[config.mk]
export PLATFORM = sky130hd
export DESIGN_NAME = rle_sprite_line_decoder
export DESIGN_NICKNAME = d
export VERILOG_FILES = /design/src/rsld_pkg.sv /design/src/rsld_front.sv /design/src/rsld_queue.sv /design/src/rsld_back.sv /design/src/rle_sprite_line_decoder.sv
export SDC_FILE = /design/constraint.sdc
export NUM_CORES = 1
export LEC_CHECK = 0
export BUFFER_PORTS_ARGS = -buffer_cell sky130_fd_sc_hd__buf_2
export CAP_MARGIN = 20
export CORE_MARGIN = 1
export CORE_UTILIZATION = 55
export CTS_BUF_LIST = sky130_fd_sc_hd__clkbuf_4 sky130_fd_sc_hd__clkbuf_8
export DETAILED_ROUTE_END_ITERATION = 6
export PLACE_DENSITY = 0.84
export SLEW_MARGIN = 30
export SYNTH_ARGS = -nofsm -noshare
export SYNTH_HDL_FRONTEND = slang
export SYNTH_SLANG_ARGS = --single-unit
[constraint.sdc]
create_clock -name clock -period 11.2 [get_ports clock]
set_input_delay 0 -clock clock [delete_from_list [all_inputs] [get_ports clock]]
set_output_delay 0 -clock clock [all_outputs]
set_load 0.02 [all_outputs]
[src/rsld_pkg.sv]
// Shared types and constants for the run-length sprite line decoder.
package rsld_pkg;

   localparam int BYTE_W     = 8;
   localparam int COUNT_W    = 16;
   localparam int XOUT_W     = 12;
   localparam int ADV_W      = 16;
   localparam int SPRITE_X_W = 11;
   localparam int HDR_LEN_W  = 5;

   localparam logic [HDR_LEN_W-1:0] LEN_EXTEND  = 5'd31;
   localparam logic [BYTE_W-1:0]    BYTE_EXTEND = 8'd255;

   typedef enum logic [1:0] {
      PH_HEADER = 2'd0,
      PH_EXTEND = 2'd1,
      PH_DATA   = 2'd2
   } phase_type;

   typedef enum logic [1:0] {
      MODE_SKIP = 2'd0,
      MODE_FILL = 2'd1,
      MODE_COPY = 2'd2,
      MODE_BACK = 2'd3
   } mode_type;

   typedef struct packed {
      logic               load;
      logic               emit;
      logic               adv_first;
      logic               eol;
      logic [ADV_W-1:0]   adv;
      logic [COUNT_W-1:0] count;
      logic [BYTE_W-1:0]  value;
   } op_type;

endpackage

[src/rsld_front.sv]
// Front end: parses header, length extension and data bytes into position ops.
module rsld_front #(
   parameter int LENGTH_BITS = 16
) (
   input  logic                  clock,
   input  logic                  reset,
   input  logic                  accept,
   input  logic [7:0]            stream_byte,
   input  logic                  line_start,
   output logic                  push,
   output rsld_pkg::op_type      op
);
   import rsld_pkg::*;

   phase_type              phase_ff, phase_in;
   mode_type               mode_ff, mode_in;
   logic [LENGTH_BITS-1:0] len_ff, len_in;
   logic                   eol_ff, eol_in;

   logic [LENGTH_BITS:0]   sum;
   logic [LENGTH_BITS-1:0] len_sat;
   logic [LENGTH_BITS-1:0] len_cmd;
   mode_type               mode_cmd;
   logic                   eol_cmd;
   logic                   start_cmd;
   logic                   copy_last;
   phase_type              ph;

   assign sum       = {1'b0, len_ff} + (LENGTH_BITS+1)'(stream_byte);
   assign len_sat   = sum[LENGTH_BITS] ? {LENGTH_BITS{1'b1}} : sum[LENGTH_BITS-1:0];
   assign copy_last = (len_ff <= LENGTH_BITS'(1));
   assign ph        = line_start ? PH_HEADER : phase_ff;

   always_comb begin
      phase_in  = phase_ff;
      mode_in   = mode_ff;
      len_in    = len_ff;
      eol_in    = eol_ff;
      start_cmd = 1'b0;
      mode_cmd  = mode_ff;
      len_cmd   = len_ff;
      eol_cmd   = eol_ff;
      op        = '0;
      op.load   = line_start;

      unique case (ph)
         PH_EXTEND: begin
            len_in = len_sat;
            if (stream_byte != BYTE_EXTEND) begin
               start_cmd = 1'b1;
               len_cmd   = len_sat;
            end
         end
         PH_DATA: begin
            phase_in = PH_HEADER;
            unique case (mode_ff)
               MODE_FILL: begin
                  op.emit  = 1'b1;
                  op.count = COUNT_W'(len_ff);
                  op.value = stream_byte;
                  op.eol   = eol_ff;
                  op.adv   = ADV_W'(len_ff);
               end
               MODE_COPY: begin
                  op.emit  = 1'b1;
                  op.count = COUNT_W'(1);
                  op.value = stream_byte;
                  op.eol   = eol_ff & copy_last;
                  op.adv   = ADV_W'(1);
                  len_in   = copy_last ? '0 : len_ff - LENGTH_BITS'(1);
                  if (!copy_last) begin
                     phase_in = PH_DATA;
                  end
               end
               MODE_BACK: begin
                  op.adv       = ADV_W'({len_ff >> 3, 1'b0});
                  op.adv_first = 1'b1;
                  op.emit      = eol_ff;
                  op.eol       = 1'b1;
               end
               default: ;
            endcase
         end
         default: begin
            mode_in  = mode_type'(stream_byte[7:6]);
            eol_in   = stream_byte[5];
            len_in   = LENGTH_BITS'(stream_byte[4:0]);
            mode_cmd = mode_type'(stream_byte[7:6]);
            eol_cmd  = stream_byte[5];
            len_cmd  = LENGTH_BITS'(stream_byte[4:0]);
            if (stream_byte[4:0] == LEN_EXTEND) begin
               phase_in = PH_EXTEND;
            end else begin
               start_cmd = 1'b1;
            end
         end
      endcase

      if (start_cmd) begin
         unique case (mode_cmd)
            MODE_SKIP: begin
               phase_in     = PH_HEADER;
               op.adv       = ADV_W'(len_cmd);
               op.adv_first = 1'b1;
               op.emit      = eol_cmd;
               op.eol       = 1'b1;
            end
            MODE_COPY: begin
               if (len_cmd == '0) begin
                  phase_in = PH_HEADER;
                  op.emit  = eol_cmd;
                  op.eol   = 1'b1;
               end else begin
                  phase_in = PH_DATA;
               end
            end
            default: phase_in = PH_DATA;
         endcase
      end
   end

   assign push = accept & (op.load | op.emit | (op.adv != '0));

   always_ff @(posedge clock) begin
      if (reset) begin
         phase_ff <= PH_HEADER;
         mode_ff  <= MODE_SKIP;
         len_ff   <= '0;
         eol_ff   <= 1'b0;
      end else if (accept) begin
         phase_ff <= phase_in;
         mode_ff  <= mode_in;
         len_ff   <= len_in;
         eol_ff   <= eol_in;
      end
   end

endmodule

[src/rsld_queue.sv]
// Small op queue between the parser and the span generator.
module rsld_queue #(
   parameter int DEPTH = 4
) (
   input  logic             clock,
   input  logic             reset,
   input  logic             push,
   input  rsld_pkg::op_type push_op,
   output logic             full,
   input  logic             pop,
   output rsld_pkg::op_type head_op,
   output logic             empty
);
   import rsld_pkg::*;

   localparam int PTR_W = (DEPTH > 1) ? $clog2(DEPTH) : 1;
   localparam int CNT_W = $clog2(DEPTH + 1);

   op_type           slot_ff [DEPTH];
   logic [PTR_W-1:0] wr_ff, wr_in, rd_ff, rd_in;
   logic [CNT_W-1:0] cnt_ff, cnt_in;
   logic             do_push, do_pop;

   assign full    = (cnt_ff == CNT_W'(DEPTH));
   assign empty   = (cnt_ff == '0);
   assign do_push = push & ~full;
   assign do_pop  = pop & ~empty;
   assign head_op = slot_ff[rd_ff];

   always_comb begin
      wr_in  = (wr_ff == PTR_W'(DEPTH - 1)) ? '0 : wr_ff + PTR_W'(1);
      rd_in  = (rd_ff == PTR_W'(DEPTH - 1)) ? '0 : rd_ff + PTR_W'(1);
      cnt_in = cnt_ff + CNT_W'(do_push) - CNT_W'(do_pop);
   end

   always_ff @(posedge clock) begin
      if (reset) begin
         wr_ff  <= '0;
         rd_ff  <= '0;
         cnt_ff <= '0;
      end else begin
         if (do_push) wr_ff <= wr_in;
         if (do_pop)  rd_ff <= rd_in;
         cnt_ff <= cnt_in;
      end
   end

   always_ff @(posedge clock) begin
      if (do_push) begin
         slot_ff[wr_ff] <= push_op;
      end
   end

endmodule

[src/rsld_back.sv]
// Back end: tracks the x position, applies ops and holds the output span beat.
module rsld_back #(
   parameter int X_BITS = 12
) (
   input  logic                                  clock,
   input  logic                                  reset,
   input  logic                                  csr_write,
   input  logic [rsld_pkg::SPRITE_X_W-1:0]       csr_data,
   input  logic                                  op_avail,
   input  rsld_pkg::op_type                      op,
   output logic                                  op_pop,
   output logic                                  out_valid,
   input  logic                                  out_ready,
   output logic [rsld_pkg::XOUT_W-1:0]           out_x,
   output logic [rsld_pkg::COUNT_W-1:0]          out_count,
   output logic [rsld_pkg::BYTE_W-1:0]           out_value,
   output logic                                  out_eol
);
   import rsld_pkg::*;

   logic [SPRITE_X_W-1:0] sprite_x_ff;
   logic [X_BITS-1:0]     x_ff;
   logic [X_BITS-1:0]     x_base, x_new, x_emit;
   logic                  valid_ff;
   logic [XOUT_W-1:0]     x_out_ff;
   logic [COUNT_W-1:0]    count_ff;
   logic [BYTE_W-1:0]     value_ff;
   logic                  eol_ff;

   assign op_pop = op_avail & (~valid_ff | out_ready);
   assign x_base = op.load ? X_BITS'(signed'(sprite_x_ff)) : x_ff;
   assign x_new  = x_base + X_BITS'(op.adv);
   assign x_emit = op.adv_first ? x_new : x_base;

   always_ff @(posedge clock) begin
      if (reset) begin
         sprite_x_ff <= '0;
         x_ff        <= '0;
         valid_ff    <= 1'b0;
      end else begin
         if (csr_write) sprite_x_ff <= csr_data;
         if (op_pop) begin
            x_ff     <= x_new;
            valid_ff <= op.emit;
         end else if (out_ready) begin
            valid_ff <= 1'b0;
         end
      end
   end

   always_ff @(posedge clock) begin
      if (op_pop && op.emit) begin
         x_out_ff <= XOUT_W'(x_emit);
         count_ff <= op.count;
         value_ff <= op.value;
         eol_ff   <= op.eol;
      end
   end

   assign out_valid = valid_ff;
   assign out_x     = x_out_ff;
   assign out_count = count_ff;
   assign out_value = value_ff;
   assign out_eol   = eol_ff;

endmodule

[src/rle_sprite_line_decoder.sv]
// Top level of the run-length sprite line decoder.
//
// req channel: one beat per byte of the coded sprite stream; req_tuser marks
// the first byte of a line and reloads x from the sprite_x register.
// rsp channel: one beat per pixel span (x, count, value); rsp_tlast flags the
// last span of a coded line, a zero-count beat when the line ends on no span.
// csr channel: writes sprite_x; the user must write it only while the decoder is idle, the block does not enforce this.
// Throughput: one byte per cycle while rsp is not stalled and the queue is not full, set
// by the parser taking a byte each cycle and the span stage retiring one queued op each cycle.
// A taken byte's op passes through the op queue and then the output register, which raises
// rsp_tvalid for the span beat; ops queued ahead of it delay the beat further.
// When rsp stalls the span stays in the output register and ops build up in a
// four-entry queue; req_tready drops once the queue is full.
// Reset clears parser state, queue, x position, sprite_x and rsp_tvalid.
module rle_sprite_line_decoder #(
   parameter int X_BITS      = 12,
   parameter int LENGTH_BITS = 16,
   parameter int QUEUE_DEPTH = 4
) (
   input  logic        clock,
   input  logic        reset,
   input  logic        req_tvalid,
   output logic        req_tready,
   input  logic [7:0]  req_tdata,   // [7:0] stream_byte
   input  logic        req_tuser,   // [0] line_start
   output logic        rsp_tvalid,
   input  logic        rsp_tready,
   output logic [39:0] rsp_tdata,   // [11:0] x_start, [27:12] pixel_count, [35:28] pixel_value
   output logic        rsp_tlast,
   input  logic        csr_valid,
   output logic        csr_ready,
   input  logic [10:0] csr_data
);
   import rsld_pkg::*;

   logic               accept;
   logic               push;
   logic               full;
   logic               empty;
   logic               pop;
   op_type             push_op;
   op_type             head_op;
   logic [XOUT_W-1:0]  out_x;
   logic [COUNT_W-1:0] out_count;
   logic [BYTE_W-1:0]  out_value;

   assign req_tready = ~full;
   assign accept     = req_tvalid & ~full;
   assign csr_ready  = 1'b1;

   rsld_front #(.LENGTH_BITS(LENGTH_BITS)) u_front (
      .clock       (clock),
      .reset       (reset),
      .accept      (accept),
      .stream_byte (req_tdata),
      .line_start  (req_tuser),
      .push        (push),
      .op          (push_op)
   );

   rsld_queue #(.DEPTH(QUEUE_DEPTH)) u_queue (
      .clock   (clock),
      .reset   (reset),
      .push    (push),
      .push_op (push_op),
      .full    (full),
      .pop     (pop),
      .head_op (head_op),
      .empty   (empty)
   );

   rsld_back #(.X_BITS(X_BITS)) u_back (
      .clock     (clock),
      .reset     (reset),
      .csr_write (csr_valid),
      .csr_data  (csr_data),
      .op_avail  (~empty),
      .op        (head_op),
      .op_pop    (pop),
      .out_valid (rsp_tvalid),
      .out_ready (rsp_tready),
      .out_x     (out_x),
      .out_count (out_count),
      .out_value (out_value),
      .out_eol   (rsp_tlast)
   );

   assign rsp_tdata = {4'b0, out_value, out_count, out_x};

endmodule
==> results.md <==
- Across the run, the number of max-cap violations was 0.
- The starting utilization of the core area is 0.5651.
- The startpoint of the worst setup timing path is u_front.len_ff[0].
- The checks that failed: design-rule violations.
- The number of cells on the worst reg-to-reg path is 15.
- The core region is between 20000 and 25000 µm².
- The floorplan has 54 rows.
- After detailed routing, the average wire length per cell comes to about 22 µm.
- Setup repair after global routing left no endpoint under its margin.
- Counting flops with an async set or reset pin after synthesis yields a share of 0.
- The worst register-to-register path ends at u_queue.cnt_ff[2].
- The startpoint class of the critical path is a flop.
- The library cell occupying the most area in the post-synthesis netlist is edfxtp_1.
- The count of fill cells added during filler insertion is 1543.
- The worst hold path stage count is 4.
- Synthesis handed over a netlist of 989 instances.
- The half-perimeter wire length after detailed placement is 20050 µm.
- For the final database, setup skew stands at between 0.02 and 0.03 ns.
- The setup total negative slack is 0 ns.
- In this run the clock root is driven by a clkbuf_8.
- In this run the horizontal extent of the chip is 152.2 µm.
- The worst hold path belongs to the class input pin to flop.
- In this run, CTS created clock tree buffers numbering 40.
- The area occupied by multi-input gates is 5027 µm².
- The tree built by TritonCTS fans out to between 200 and 300 sinks.
- The worst hold path terminates at u_queue.wr_ff[0].
- Of all nets on the critical path, the largest fanout is 14.
- The reg2reg setup slack is roughly 6 ns.
- The final non-filler cell total is ~1400.
- The critical path endpoint category is a flop.
- The final-report setup violation count is 0.
- The detailed router finished its first iteration with between 800 and 900 violations.
- The global-route congestion overflow total is 0.
- The via density per instance is 6.281.
- CTS built an H-tree with a depth of 2.
- The number of slew-limit violations in the final report is 0.
- just under 70 I/O pins were placed.
- The maximum number of buffers from clock root to sink is 3.
- The via count of the first global-routing pass came to a little under 9000.
- Final hold analysis gives a worst-case slack of between 0.03 and 0.04 ns.
- Yosys mapped a number of flops with a built-in enable equal to 197.
- The global-route wire length before repair is 47470 µm.
- The final layout contains 1134 nets.
- The number of flip-flops and latches in the synthesized netlist is ~250.
- The setup path with the least slack is of type flop to flop.
- The most instantiated flip-flop cell in the synthesis netlist is edfxtp_1.
- Yosys attributes the largest share of cell area to edfxtp_1 (48%), dfxtp_1 (8.7%), mux4_2 (7.1%).
- The required time of the critical path is around 12 ns.
- TritonCTS built the clock tree.
- The fraction of layout instances using a drive strength above 1 is 0.2121.
- The flow ran to the end, but the final reports show violations.
- The synthesis-to-layout area growth is 13.06%.
- Entering global routing, the biggest net connects between 50 and 60 pins.
- The top-area cell type share of the netlist area is 0.4767.
- The worst path arrival time is between 5 and 6 ns.
- In the global route stage, overall resource usage came out at 0.2632.
- The share of the Yosys chip area taken by registers is 0.5638.
- Routability-driven placement finished with a final weighted congestion of between 0.9 and 1.
- The fraction of the cycle the final worst path needs is 0.4569.
- After clock tree synthesis, the repair step resized 0 gates.
- The power density of the placed cells is between 200 and 250 nW/µm².
- The peak supply drop is between 0.0001 and 0.00015 V.
- The clock latency at the later pin of the worst-skew pair is around 0.54 ns.
- The mean area per synthesized cell is 12.55 µm².
- The initial antenna violation count is 1.
- The netlist area before placement is roughly 12000 µm².
- The post-detailed-routing wire length is 30060 µm.
- The start point of the worst min-delay path is req_tvalid.
- The full die area is around 23000 µm².
- The number of diodes is 0.
- The count of nets left with antenna violations once routing finished came out at 0.
- The worst pin sits at a relative slew slack of 0.3251.
- The detailed router placed just under 9000 vias in this run.
- In this run, placement finished with an instance count of between 1000 and 1500.
- The number of remaining DRC errors is 7.
- At the pin with the least slew margin, the transition time is about 1.0 ns.
- During synthesis, Yosys emitted a total of 0 warnings.
- The clock period minus worst slack is between 5 and 6 ns.
- The total iterations of the first detailed-routing run is 7.
- In this run the tool buffered the top-level ports with 63 buffer cells.
- The maximum clock frequency is around 0.2 GHz.
- Summed over all cells, the static leakage comes to roughly 5.2 nW.
- The clock edge transition at the registers on the reported setup and hold paths is about 0.06 ns.
- The critical register-to-register path startpoint is u_front.len_ff[0].
- Once the clock tree was built, the setup fixing pass inserted 0 buffers.
- The final number of hold-violating endpoints was 0.
- The sequential standard cell area is roughly 7000 µm².
- The y dimension of the die is 152.2 µm.
- The synthesized netlist contains 87 unique library cells.
==> final cells by class <==
type	instances	area share
sequential	251	0.4989
multi-input combinational	642	0.3583
timing repair buffer	103	0.04959
clock buffer	57	0.04834
tap	280	0.02497
clock inverter	16	0.01079
inverter	34	0.009097
==> critical path, stage by stage (launching register included) <==
cell	delay [ns]
dfxtp_1	0.43
ha_1	0.29
fa_1	0.42
nand3_1	0.18
a21oi_4	0.12
o211a_2	0.38
o41ai_1	0.44
o211ai_1	0.31
or4_1	0.61
or4_4	0.55
nor3_4	0.28
a31oi_4	0.14
ha_1	0.23
fa_1	0.38
xnor2_1	0.17
nor2_1	0.05
==> Yosys cell counts, types with 3 or more instances <==
| master | number |
|---|---|
| mux2_2 | 21 |
| mux2i_1 | 24 |
| nor4_1 | 7 |
| a221oi_1 | 6 |
| xnor2_1 | 20 |
| nor2b_1 | 4 |
| a21o_1 | 11 |
| a21oi_1 | 47 |
| a211oi_1 | 6 |
| and2_1 | 28 |
| nand3b_1 | 4 |
| buf_4 | 6 |
| nand4_1 | 7 |
| a22oi_1 | 17 |
| o41ai_1 | 6 |
| o31ai_1 | 5 |
| o21bai_1 | 3 |
| ha_1 | 34 |
| and3_1 | 9 |
| nand2b_1 | 8 |
| edfxtp_1 | 197 |
| mux4_2 | 39 |
| nor3_1 | 17 |
| clkbuf_1 | 42 |
| o21ai_0 | 49 |
| dfxtp_1 | 54 |
| o211ai_1 | 11 |
| xor2_1 | 6 |
| o211a_1 | 3 |
| inv_1 | 31 |
| fa_1 | 3 |
| or4_1 | 3 |
| nor2_1 | 69 |
| a22o_1 | 5 |
| nand2_1 | 73 |
| nand3_1 | 22 |
| a31oi_1 | 3 |
| buf_6 | 4 |
| or3_1 | 7 |
| buf_1 | 11 |
==> state kept, by name (all words and copies together), names as in the netlist, 2 cells and up, named ones only <==
register and cells:
u_front.mode_ff 2, u_queue.wr_ff 2, u_front.len_ff 16, u_queue.cnt_ff 3, u_back.out_count 16, u_back.sprite_x_ff 11, u_back.out_value 8, u_queue.rd_ff 2
u_back.x_ff 12, u_front.phase_ff 2, u_queue.slot_ff 160, u_back.out_x 12
==> report_power, final <==
part / switching, mW / internal, mW
clock network: 0.346 / 0.461
registers: 0.0684 / 1.27
logic: 0.702 / 0.469
==> routing by layer <==
layer	up-vias	GRT usage	part of all wire
li1	3937	-	-
met1	4230	0.3479	0.41
met2	424	0.4354	0.48
met3	95	0.03953	0.074
met4	0	0.1137	0.037
met5	-	0	0
==> logic make-up (layout without fill, tap and decap cells) <==
| group | Yosys count | in the layout | share of synthesized area |
|---|---|---|---|
| mux | 84 | 84 | 0.1092 |
| other cells | 2 | 5 | 0.0006052 |
| buf+inv | 99 | 210 | 0.03438 |
| fa+ha+maj | 37 | 37 | 0.03912 |
| simple gates | 273 | 273 | 0.1108 |
| flops | 251 | 251 | 0.5638 |
| xor+xnor | 26 | 26 | 0.01835 |
| compound gates | 217 | 217 | 0.1237 |
==> per-stage QoR <==
stage,instance area (µm²),power [mW],worst slack [ns],utilization
2_1_floorplan,12420,2.189,6.630,-
3_5_place_dp,12860,2.503,6.254,0.5859
5_1_grt,14030,3.484,5.826,0.6389
3_3_place_gp,12860,2.452,6.086,0.5856
4_1_cts,14010,3.325,6.152,0.6382
6_report,14030,3.313,6.083,0.6389
==> worst max-delay path by stage <==
| stage | slack (ns) | cells past startpoint | to |
|---|---|---|---|
| floorplan | 6.63 | 12 | u_queue.slot_ff[0][0] |
| detailed placement | 6.25 | 16 | u_back.out_x[10] |
| global placement | 6.09 | 11 | u_queue.slot_ff[3][6] |
| global route | 5.83 | 16 | u_back.out_x[10] |
| CTS | 6.15 | 16 | u_back.out_x[10] |
| finish | 6.08 | 15 | u_queue.cnt_ff[2] |
==> what timing repair did <==
| item | CTS | global route |
|---|---|---|
| setup endpoints to repair | 0 | 0 |
| hold endpoints to repair | 23 | 0 |
| hold buffers | 32 | 0 |
==> layout by cell type, fill, tap and decap left out, types with 20 or more instances in the layout <==
master and n:
nor2_1 69, nand3_1 22, nand2_1 73, a21oi_1 47, mux2_2 21, and2_1 24, dlygate4sd3_1 32, xnor2_1 20
inv_1 31, clkbuf_8 40, dfxtp_1 52, edfxtp_1 197, buf_2 63, ha_1 34, mux2i_1 24, o21ai_0 49
mux4_2 39
(Power assumes the default switching activity.)
